===== src/rtl/core/gps_pkg.sv =====
`timescale 1ns / 1ps

package gps_pkg;

    localparam int COEFF_COUNT     = 5;
    localparam int STEP_RANGE_HALF = 32767;
    localparam int STEP_MAX        = 32767;
    localparam int STEP_MIN        = -32768;

    localparam logic MODE_CONVERT = 1'b0;
    localparam logic MODE_WRITE   = 1'b1;

    localparam logic [1:0] CFG_SCALE_X  = 2'd0;
    localparam logic [1:0] CFG_SCALE_Y  = 2'd1;
    localparam logic [1:0] CFG_OFFSET_X = 2'd2;
    localparam logic [1:0] CFG_OFFSET_Y = 2'd3;

    localparam logic signed [65:0] ACC_HI = 66'sd140737488355327;
    localparam logic signed [65:0] ACC_LO = -66'sd140737488355328;

    localparam logic signed [34:0] POS_HI = 35'sd2147483647;
    localparam logic signed [34:0] POS_LO = -35'sd2147483648;

    localparam logic [14:0] STEP_K = 15'(STEP_RANGE_HALF);
    localparam logic signed [63:0] ROUND_C = 64'sd671088640;

    // quotient bound: beyond it the step clamps whatever the offset
    localparam logic signed [35:0] M_HI   = 36'sd655359;
    localparam logic signed [35:0] M_LO   = -36'sd655360;
    localparam logic signed [35:0] M_BIAS = 36'sd655360;
    localparam logic [21:0] DIV_R     = 22'd3355444;
    localparam logic signed [19:0] Q_BIAS = 20'sd131072;

    localparam logic signed [20:0] STEP_HI = 21'(STEP_MAX);
    localparam logic signed [20:0] STEP_LO = 21'(STEP_MIN);

    typedef struct packed {
        logic               valid;
        logic               mode;
        logic [1:0]         set;
        logic [2:0]         slot;
        logic signed [31:0] cvalue;
        logic signed [31:0] p;
        logic signed [47:0] acc;
    } t_item;

    typedef struct packed {
        logic valid;
        logic mode;
        logic axis;
    } t_ctl;

endpackage


===== src/rtl/core/gps_cell.sv =====
`timescale 1ns / 1ps

module gps_cell import gps_pkg::*; (
    input  logic       i_clk,
    input  logic       i_rst_n,
    input  logic       i_en,
    input  logic [2:0] i_slot,
    input  t_item      i_item,
    output t_item      o_item
);

    t_item              r_a;
    t_item              r_b;
    logic signed [63:0] r_hp;
    logic signed [48:0] r_lp;
    logic signed [31:0] r_coef [4];
    logic signed [31:0] w_coef;
    logic signed [65:0] w_sum;
    t_item              n_b;

    assign w_coef = r_coef[r_a.set];
    assign w_sum  = {{2{r_hp[63]}}, r_hp} + {{33{r_lp[48]}}, r_lp[48:16]}
                  + {{34{w_coef[31]}}, w_coef};

    always_comb begin
        n_b = r_a;
        if (w_sum > ACC_HI) begin
            n_b.acc = ACC_HI[47:0];
        end else if (w_sum < ACC_LO) begin
            n_b.acc = ACC_LO[47:0];
        end else begin
            n_b.acc = w_sum[47:0];
        end
    end

    always_ff @(posedge i_clk) begin
        if (!i_rst_n) begin
            r_a.valid <= 1'b0;
            r_b.valid <= 1'b0;
            for (int s = 0; s < 4; s++) begin
                r_coef[s] <= '0;
            end
        end else if (i_en) begin
            r_a <= i_item;
            r_b <= n_b;
            if (r_a.valid && r_a.mode == MODE_WRITE && r_a.slot == i_slot) begin
                r_coef[r_a.set] <= r_a.cvalue;
            end
        end
    end

    always_ff @(posedge i_clk) begin
        if (i_en) begin
            r_hp <= $signed(i_item.acc[47:16]) * $signed(i_item.p);
            r_lp <= $signed({1'b0, i_item.acc[15:0]}) * $signed(i_item.p);
        end
    end

    assign o_item = r_b;

endmodule


===== config.mk =====
export PLATFORM = sky130hd
export DESIGN_NAME = gps_cell
export DESIGN_NICKNAME = d
export VERILOG_FILES = /design/src/rtl/core/gps_pkg.sv /design/src/rtl/core/gps_cell.sv
export SDC_FILE = /design/constraint.sdc
export NUM_CORES = 2
export LEC_CHECK = 0
export ABC_AREA = 1
export BUFFER_PORTS_ARGS = -buffer_cell sky130_fd_sc_hd__clkbuf_2
export CAP_MARGIN = 25
export CORE_UTILIZATION = 56
export DETAILED_ROUTE_END_ITERATION = 6
export PLACE_DENSITY = 0.76
export SYNTH_ARGS = -nofsm -noshare
export SYNTH_HDL_FRONTEND = slang
export SYNTH_SLANG_ARGS = --single-unit

===== constraint.sdc =====
create_clock -name i_clk -period 8.25 [get_ports i_clk]
set_input_delay 1.2375 -clock i_clk [delete_from_list [all_inputs] [get_ports i_clk]]
set_output_delay 1.2375 -clock i_clk [all_outputs]
set_load 0.01 [all_outputs]

==> impl_metrics.json <==
{
  "outcome": "finished, final reports clean",
  "avgSynthCellArea_um2": 8.46,
  "rsz0062_at_grt": "no",
  "slowest_delay_ps": 620,
  "drt_iter0_drc": 5691,
  "finClkSkew_ps": 53.6,
  "mostFrequentLayoutCells": "inv_1 (2624), nand2_1 (2380), fa_1 (1634)",
  "routedWlPerCell_um": 20.2,
  "gp_congestion": 1.01,
  "synthTopCellsByArea": "fa_1 (43%), edfxtp_1 (16%), inv_1 (13%)",
  "port_buffers": 243,
  "num_vias": 60200,
  "worstPathMaxFanout": 21,
  "synth_top_area_share_pct": 42.5,
  "synth_cell_types": 48,
  "cp-end-kind": "register",
  "hold_class": "register to register",
  "clkTransAtPathRegs_ps": 80,
  "synth_seq_cells": 417,
  "final_common_cell": "inv_1",
  "hpwlAfterDp_um": 188000,
  "cts_root_buffer": "clkbuf_16",
  "syn_area_um2": 76900,
  "yosys_warnings": 0,
  "hold_buffers": 0,
  "core_area_um2": 136000,
  "cts_tree": "done",
  "required_ps": 8710,
  "crit_start": "i_item[59]",
  "antenna_left": 0,
  "boundaryPins": 244,
  "use_met2_pct": 52.5,
  "tightest_slew_ps": 1030,
  "use_met3_pct": 8.02,
  "critPathArrivalTime_ps": 8200,
  "track_usage_pct": 34.0,
  "cap_violations": 0,
  "slew_viol_final": 0,
  "clock.fmax_mhz": 129,
  "grt_pass1_wl_um": 357000,
  "insertion_delay_ps": 690,
  "cpMostUsedCell": "fa_1",
  "crit_path_start_kind": "input pin",
  "cts_sinks": 417,
  "drive_gt1_share_pct": 8.22,
  "layout_min_cycle_time_ps": 7740,
  "hold_violations": 0,
  "die_area_um2": 139000,
  "cts_buffer_depth": 3,
  "use_met1_pct": 45.2,
  "grt_remaining_overflow": 0,
  "slew_headroom_pct": 31.1,
  "grt_pass1_vias": 64600,
  "finalNetCount": 11600,
  "wl_um": 227000,
  "htreeDepth": 2,
  "critical_path_class": "input pin to register",
  "ys.flop_type": "edfxtp_1",
  "drc": 0,
  "syn_to_final_growth_pct": 9.82,
  "critPathTopFamily": "adder cells",
  "core.rowCount": 135,
  "cp.buffers_inverters": 7,
  "synth_edf_count": 413,
  "post-route-period-util_pct": 93.8,
  "start_util_pct": 56.6,
  "cts_resized": 0,
  "synthArstFlopShare_pct": 0,
  "post-place-ws_ps": -196,
  "synth_cells": 9086,
  "antenna_found_initial": 6,
  "grt_max_degree": 112,
  "setup_violations": 0,
  "yosys.area.top_type": "fa_1",
  "dr.pass1.iters": 6,
  "die_h_um": 373,
  "slowest_stage": "fa_1",
  "synth_fp_nets": 11200,
  "via_per_inst": 5.34,
  "fp.dieW_um": 373,
  "ys_seq_area_share_pct": 16.2,
  "worstHoldStart": "n_b[78]$_DFFE_PP_",
  "cts_buffers": 47,
  "postCtsSetupBuffers": 0,
  "worst_slack_ps": 513,
  "busiest_layer": "met2"
}
-- layer usage --
| layer | share of wire (%) | wire (um) | up-vias |
|---|---|---|---|
| met5 | 0.026 | 58 | - |
| met4 | 5.7 | 12900 | 6 |
| met3 | 11 | 24500 | 613 |
| met2 | 44 | 101000 | 3131 |
| met1 | 39 | 89200 | 29700 |
| li1 | - | - | 26700 |
-- stage by stage --
step                utilization, %  hold slack (ps)  TNS [ps]  area [um^2]  std cells
detailed placement            61.0              405     -1060        82800      11200
finish                        62.2              363         0        84500      11300
global route                  62.2              370         0        84500      11300
CTS                           62.2              363         0        84400      11300
floorplan                        -              400         0        76900       9086
global placement              61.0              401      -225        82800      11200
-- registers in the layout (all words and copies together) (netlist names), named ones only --
signal  cells
r_lp       33
o_item    119
n_b        71
r_hp       64
r_coef    128
-- area by class of cell --
type | count | area (um^2)
Antenna cell | 4 | 10.0
Clock buffer | 49 | 1180
Clock inverter | 35 | 459
Fill cell | 11500 | 51300
Inverter | 2633 | 9890
Multi-Input combinational cell | 5687 | 53200
Sequential cell | 417 | 12500
Tap cell | 1781 | 2230
Timing Repair Buffer | 673 | 5000
-- cell usage after synthesis (11+ instances only) --
cell,n
a31oi_1,27
nand2_1,2380
nor4_1,11
nor2_1,441
nor3_1,50
fa_1,1634
clkbuf_1,285
o22ai_1,32
buf_1,54
xnor2_1,53
nand4_1,25
nand3_1,84
and3_1,15
ha_1,363
edfxtp_1,413
o21ai_0,167
a21o_1,15
inv_1,2627
o21bai_1,13
xor2_1,108
a21oi_1,198
-- logic make-up (layout without fill, tap and decap cells) --
kind of cell | after synthesis | count (layout) | share of synthesized area, %
compound gates | 488 | 488 | 3.49
other cells | 0 | 4 | 0
xor+xnor | 161 | 161 | 1.83
buf+inv | 2982 | 3390 | 14.6
fa+ha+maj | 1997 | 1997 | 48.4
simple gates | 3041 | 3041 | 15.4
flops | 417 | 417 | 16.2
-- path summary, 6_finish.rpt --
check | endpoint | slack [ps] | cells past startpoint
setup / recovery | r_hp[38]$_DFFE_PP_ | 510 | 26
hold / removal | o_item[78]$_DFFE_PP_ | 360 | 0
setup reg to reg | o_item[9]$_SDFFCE_PN1P_ | 2080 | 21
hold reg to reg | o_item[78]$_DFFE_PP_ | 360 | 0
Power is left out: the tool's default activity adds up to more than one toggle a clock period on the data nets, which glitch-free logic cannot reach.
