==> src/rtl/core/gps_pkg.sv <==
`timescale 1ns / 1ps

package gps_pkg;

    localparam int COEFF_COUNT     = 5;
    localparam int STEP_RANGE_HALF = 32767;
    localparam int STEP_MAX        = 32767;
    localparam int STEP_MIN        = -32768;

    localparam logic MODE_CONVERT = 1'b0;
    localparam logic MODE_WRITE   = 1'b1;

    localparam logic [1:0] CFG_SCALE_X  = 2'd0;
    localparam logic [1:0] CFG_SCALE_Y  = 2'd1;
    localparam logic [1:0] CFG_OFFSET_X = 2'd2;
    localparam logic [1:0] CFG_OFFSET_Y = 2'd3;

    localparam logic signed [65:0] ACC_HI = 66'sd140737488355327;
    localparam logic signed [65:0] ACC_LO = -66'sd140737488355328;

    localparam logic signed [34:0] POS_HI = 35'sd2147483647;
    localparam logic signed [34:0] POS_LO = -35'sd2147483648;

    localparam logic [14:0] STEP_K = 15'(STEP_RANGE_HALF);
    localparam logic signed [63:0] ROUND_C = 64'sd671088640;

    // quotient bound: beyond it the step clamps whatever the offset
    localparam logic signed [35:0] M_HI   = 36'sd655359;
    localparam logic signed [35:0] M_LO   = -36'sd655360;
    localparam logic signed [35:0] M_BIAS = 36'sd655360;
    localparam logic [21:0] DIV_R     = 22'd3355444;
    localparam logic signed [19:0] Q_BIAS = 20'sd131072;

    localparam logic signed [20:0] STEP_HI = 21'(STEP_MAX);
    localparam logic signed [20:0] STEP_LO = 21'(STEP_MIN);

    typedef struct packed {
        logic               valid;
        logic               mode;
        logic [1:0]         set;
        logic [2:0]         slot;
        logic signed [31:0] cvalue;
        logic signed [31:0] p;
        logic signed [47:0] acc;
    } t_item;

    typedef struct packed {
        logic valid;
        logic mode;
        logic axis;
    } t_ctl;

endpackage

==> src/rtl/core/gps_front.sv <==
`timescale 1ns / 1ps

module gps_front import gps_pkg::*; (
    input  logic               i_clk,
    input  logic               i_rst_n,
    input  logic               i_en,
    input  logic               i_valid,
    input  logic               i_mode,
    input  logic signed [31:0] i_position,
    input  logic               i_use_y_axis,
    input  logic               i_use_cornea,
    input  logic [2:0]         i_coeff_index,
    input  logic signed [31:0] i_coeff_value,
    input  logic [17:0]        i_scale_x,
    input  logic [17:0]        i_scale_y,
    output t_item              o_item
);

    t_item                r_f1;
    t_item                r_f2;
    logic signed [50:0]   r_prod;
    logic [17:0]          w_scale;
    logic signed [34:0]   w_sh;
    t_item                n_f1;
    t_item                n_f2;

    assign w_scale = i_use_y_axis ? i_scale_y : i_scale_x;
    assign w_sh    = $signed(r_prod[50:16]);

    always_comb begin
        n_f1        = '0;
        n_f1.valid  = i_valid;
        n_f1.mode   = i_mode;
        n_f1.set    = {i_use_y_axis, i_use_cornea};
        n_f1.slot   = i_coeff_index;
        n_f1.cvalue = i_coeff_value;
    end

    always_comb begin
        n_f2 = r_f1;
        if (w_sh > POS_HI) begin
            n_f2.p = POS_HI[31:0];
        end else if (w_sh < POS_LO) begin
            n_f2.p = POS_LO[31:0];
        end else begin
            n_f2.p = w_sh[31:0];
        end
        n_f2.acc = '0;
    end

    always_ff @(posedge i_clk) begin
        if (!i_rst_n) begin
            r_f1.valid <= 1'b0;
            r_f2.valid <= 1'b0;
        end else if (i_en) begin
            r_f1 <= n_f1;
            r_f2 <= n_f2;
        end
    end

    always_ff @(posedge i_clk) begin
        if (i_en) begin
            r_prod <= $signed(i_position) * $signed({1'b0, w_scale});
        end
    end

    assign o_item = r_f2;

endmodule

==> config.mk <==
export PLATFORM = sky130hd
export DESIGN_NAME = gps_front
export DESIGN_NICKNAME = d
export VERILOG_FILES = /design/src/rtl/core/gps_pkg.sv /design/src/rtl/core/gps_front.sv
export SDC_FILE = /design/constraint.sdc
export NUM_CORES = 2
export LEC_CHECK = 0
export BUFFER_PORTS_ARGS = -buffer_cell sky130_fd_sc_hd__buf_2
export CAP_MARGIN = 10
export CORE_ASPECT_RATIO = 0.6
export CORE_UTILIZATION = 55
export CTS_CLUSTER_SIZE = 20
export DETAILED_ROUTE_END_ITERATION = 10
export PLACE_DENSITY = 0.85
export REMOVE_ABC_BUFFERS = 1
export SYNTH_ARGS = -nofsm -noshare
export SYNTH_HDL_FRONTEND = slang
export SYNTH_SLANG_ARGS = --single-unit
==> constraint.sdc <==
create_clock -name i_clk -period 9.6 [get_ports i_clk]
set_input_delay 1.44 -clock i_clk [delete_from_list [all_inputs] [get_ports i_clk]]
set_output_delay 1.44 -clock i_clk [all_outputs]
set_load 0.03 [all_outputs]
==> results.py <==
metrics = {
    "layout": {
        "stdcell_area_um2": 26700,
        "nNetsFinal": 3308,
        "area_growth_pct": 7.03,
        "layout-drive-gt1-share_pct": 9.79,
        "fillCellCount": 3446,
    },
    "synth": {
        "ys_seq_elements": 145,
        "syn-cell-area_um2": 24900,
        "ys_dominant_reg_cell": "edfxtp_1",
        "synth_edf_count": 143,
        "yosysMostFrequentCell": "inv_1",
        "synth_cells": 2406,
        "yosys.cell_types.count": 46,
        "synth_top_area_cell": "fa_1",
        "yosysSeqAreaShare_pct": 17.4,
        "ys_top_cells_by_area": "fa_1, edfxtp_1, inv_1",
        "ys_warn_count": 0,
        "synth_common_cells": "inv_1, fa_1, and2_1",
        "avgSynthCellArea_um2": 10.3,
        "netlist.area_leader.share_pct": 44.7,
        "synthArstFlopShare_pct": 0,
    },
    "sta": {
        "fin_crit_ps": 8900,
        "fmax_ghz": 0.112,
        "setup_tns_ps": 0,
        "setup_violations": 0,
        "finalMaxSlewViolations": 0,
        "worst_pin_slew_ps": 1110,
        "relSlewSlack_pct": 25.6,
        "fin_skew_ps": 16.3,
        "fin_crit_sh_pct": 92.7,
        "rsz0062_at_grt": "false",
        "hold_viol": 0,
    },
    "clock_tree": {
        "ctsHoldBuffers": 0,
        "cts_setup_buffers": 0,
        "cts-resized-gates": 0,
        "clockBufferDepth": 2,
        "cts.sinks": 145,
        "clk-insertion-delay-late_ps": 420,
        "cts_tree": "done",
        "cts_root_buf": "clkbuf_16",
        "clk_pin_slew_worst_paths_ps": 70,
        "cts_buffers": 17,
        "htreeDepth": 4,
    },
    "run_status": {
        "outcome": "finished clean",
    },
    "worst_setup_path": {
        "crit_arrival_ps": 9070,
        "crit_path_end_kind": "flop",
        "start_kind": "primary input",
        "cp_data_required_time_ps": 9770,
        "reg2reg_slack_ps": 7800,
        "r2r_cells": 3,
        "crit_fanout": 19,
        "crit_type": "in2reg",
    },
    "drt": {
        "wl_um": 61800,
        "ant_nets": 0,
        "vias": 16853,
        "wl_met3_um": 6950,
        "drtIter0Drc": 1505,
        "drc_errors": 0,
        "routed.top_layer": "met4",
        "met2WireLength_um": 27200,
        "drtPass1Iterations": 5,
        "wl_met1_um": 26300,
        "viasPerCell": 5.41,
        "wl_per_cell_um": 19.8,
    },
    "run": {
        "max_cap_violations": 0,
    },
    "hold_path": {
        "min_path_cells": 0,
        "hold_class": "reg2reg",
    },
    "global_routing": {
        "overflow": 0,
        "antenna_found_initial": 2,
        "grt_pass1_wl_um": 100000,
        "grt_max_degree": 80,
        "grtUsageTotal_pct": 28.1,
        "grt_pass1_vias": 18340,
    },
    "die": {
        "rows": 59,
        "fp.dieH_um": 167,
        "dieArea_um2": 46200,
        "pin_count": 229,
        "fp.dieW_um": 277,
        "start_util_pct": 56.6,
        "coreArea_um2": 44000,
    },
    "place": {
        "gp_congestion": 0.952,
        "port_buffers": 180,
        "placed_area_um2": 26100,
        "dp_hpwl_um": 48800,
    },
}
registers in the layout (all words and copies together) (netlist names):
| name | cells |
|---|---|
| n_f2 | 39 |
| o_item | 71 |
| r_prod | 35 |
path summary, 6_finish.rpt:
| path | start | end |
|---|---|---|
| worst min-delay path | n_f2[113] | o_item[113] |
| worst max register to register | r_prod[47] | o_item[56] |
| worst max-delay path | i_use_y_axis | r_prod[45] |
| worst min register to register | n_f2[113] | o_item[113] |
cells in the final DEF (no fill, tap or decap), types with 2 or more instances in the layout:
cell and instances:
inv_1 588, fa_1 556, and2_1 251, nand2_1 217, buf_2 180, edfxtp_1 143
nor2b_1 127, ha_1 123, a21o_1 59, conb_1 48, a21oi_1 34, xnor2_1 28
nor2_1 18, o21ai_0 17, clkbuf_16 17, buf_4 14, mux2_2 13, xor2_1 12
nand3_1 10, nand4_1 7, nor3_1 5, a31oi_1 5, inv_6 5, diode_2 4
mux2i_2 4, nand2b_1 4, o21a_1 3, and3_1 3, a211oi_1 3, o31ai_1 3
clkinv_4 3, clkinv_2 3, a211o_1 2, o21bai_1 2, mux2i_1 2, inv_8 2
dfxtp_1 2
worst max-delay path, cell delays in order:
cell	delay (ps)
buf_2	390
mux2_2	570
buf_4	280
and2_1	190
fa_1	490
inv_1	100
fa_1	510
fa_1	520
inv_1	70
fa_1	490
fa_1	490
inv_1	50
fa_1	470
inv_1	50
ha_1	320
a21oi_1	230
o21ai_0	130
nor2_1	270
nand3_1	270
a211o_1	430
and4bb_4	250
o21ai_1	300
o21ai_0	280
a41oi_1	350
xnor2_1	90
metal layers:
metal	vias up	global-route usage (%)
li1	7193	-
met1	8650	40.1
met2	900	42.9
met3	110	7.63
met4	0	7.34
met5	-	0
through the flow:
stage | cells | util, % | hold WS [ps] | setup WS, ps
floorplan | 2306 | - | 400 | 1020
global placement | 3079 | 59.3 | 400 | 576
detailed placement | 3079 | 59.3 | 405 | 410
CTS | 3111 | 60.6 | 419 | 864
global route | 3112 | 60.6 | 419 | 524
finish | 3115 | 60.6 | 417 | 700
cell type report:
class	count	area (um^2)	share of cell area [%]
antenna	4	10.0	0.0376
clock buffer	17	425	1.60
clock inverter	15	128	0.479
inverter	588	2210	8.28
multi-input combinational	1573	17800	66.9
sequential	145	4330	16.3
tap	579	724	2.72
timing repair buffer	194	1010	3.77
kinds of logic after synthesis:
group	count (synthesis)	synth area share (%)
buffers and inverters	735	11.8
adder cells (fa/ha/maj)	679	50.9
AND/OR/NAND/NOR	649	13.9
flip-flops	145	17.4
AO/OA/AOI/OAI	137	3.63
XOR/XNOR	40	1.41
multiplexers	20	0.889
other	1	0.0151
Power is not shown: default switching activity piles up to over one toggle a cycle in this logic, so the estimate is an artifact.
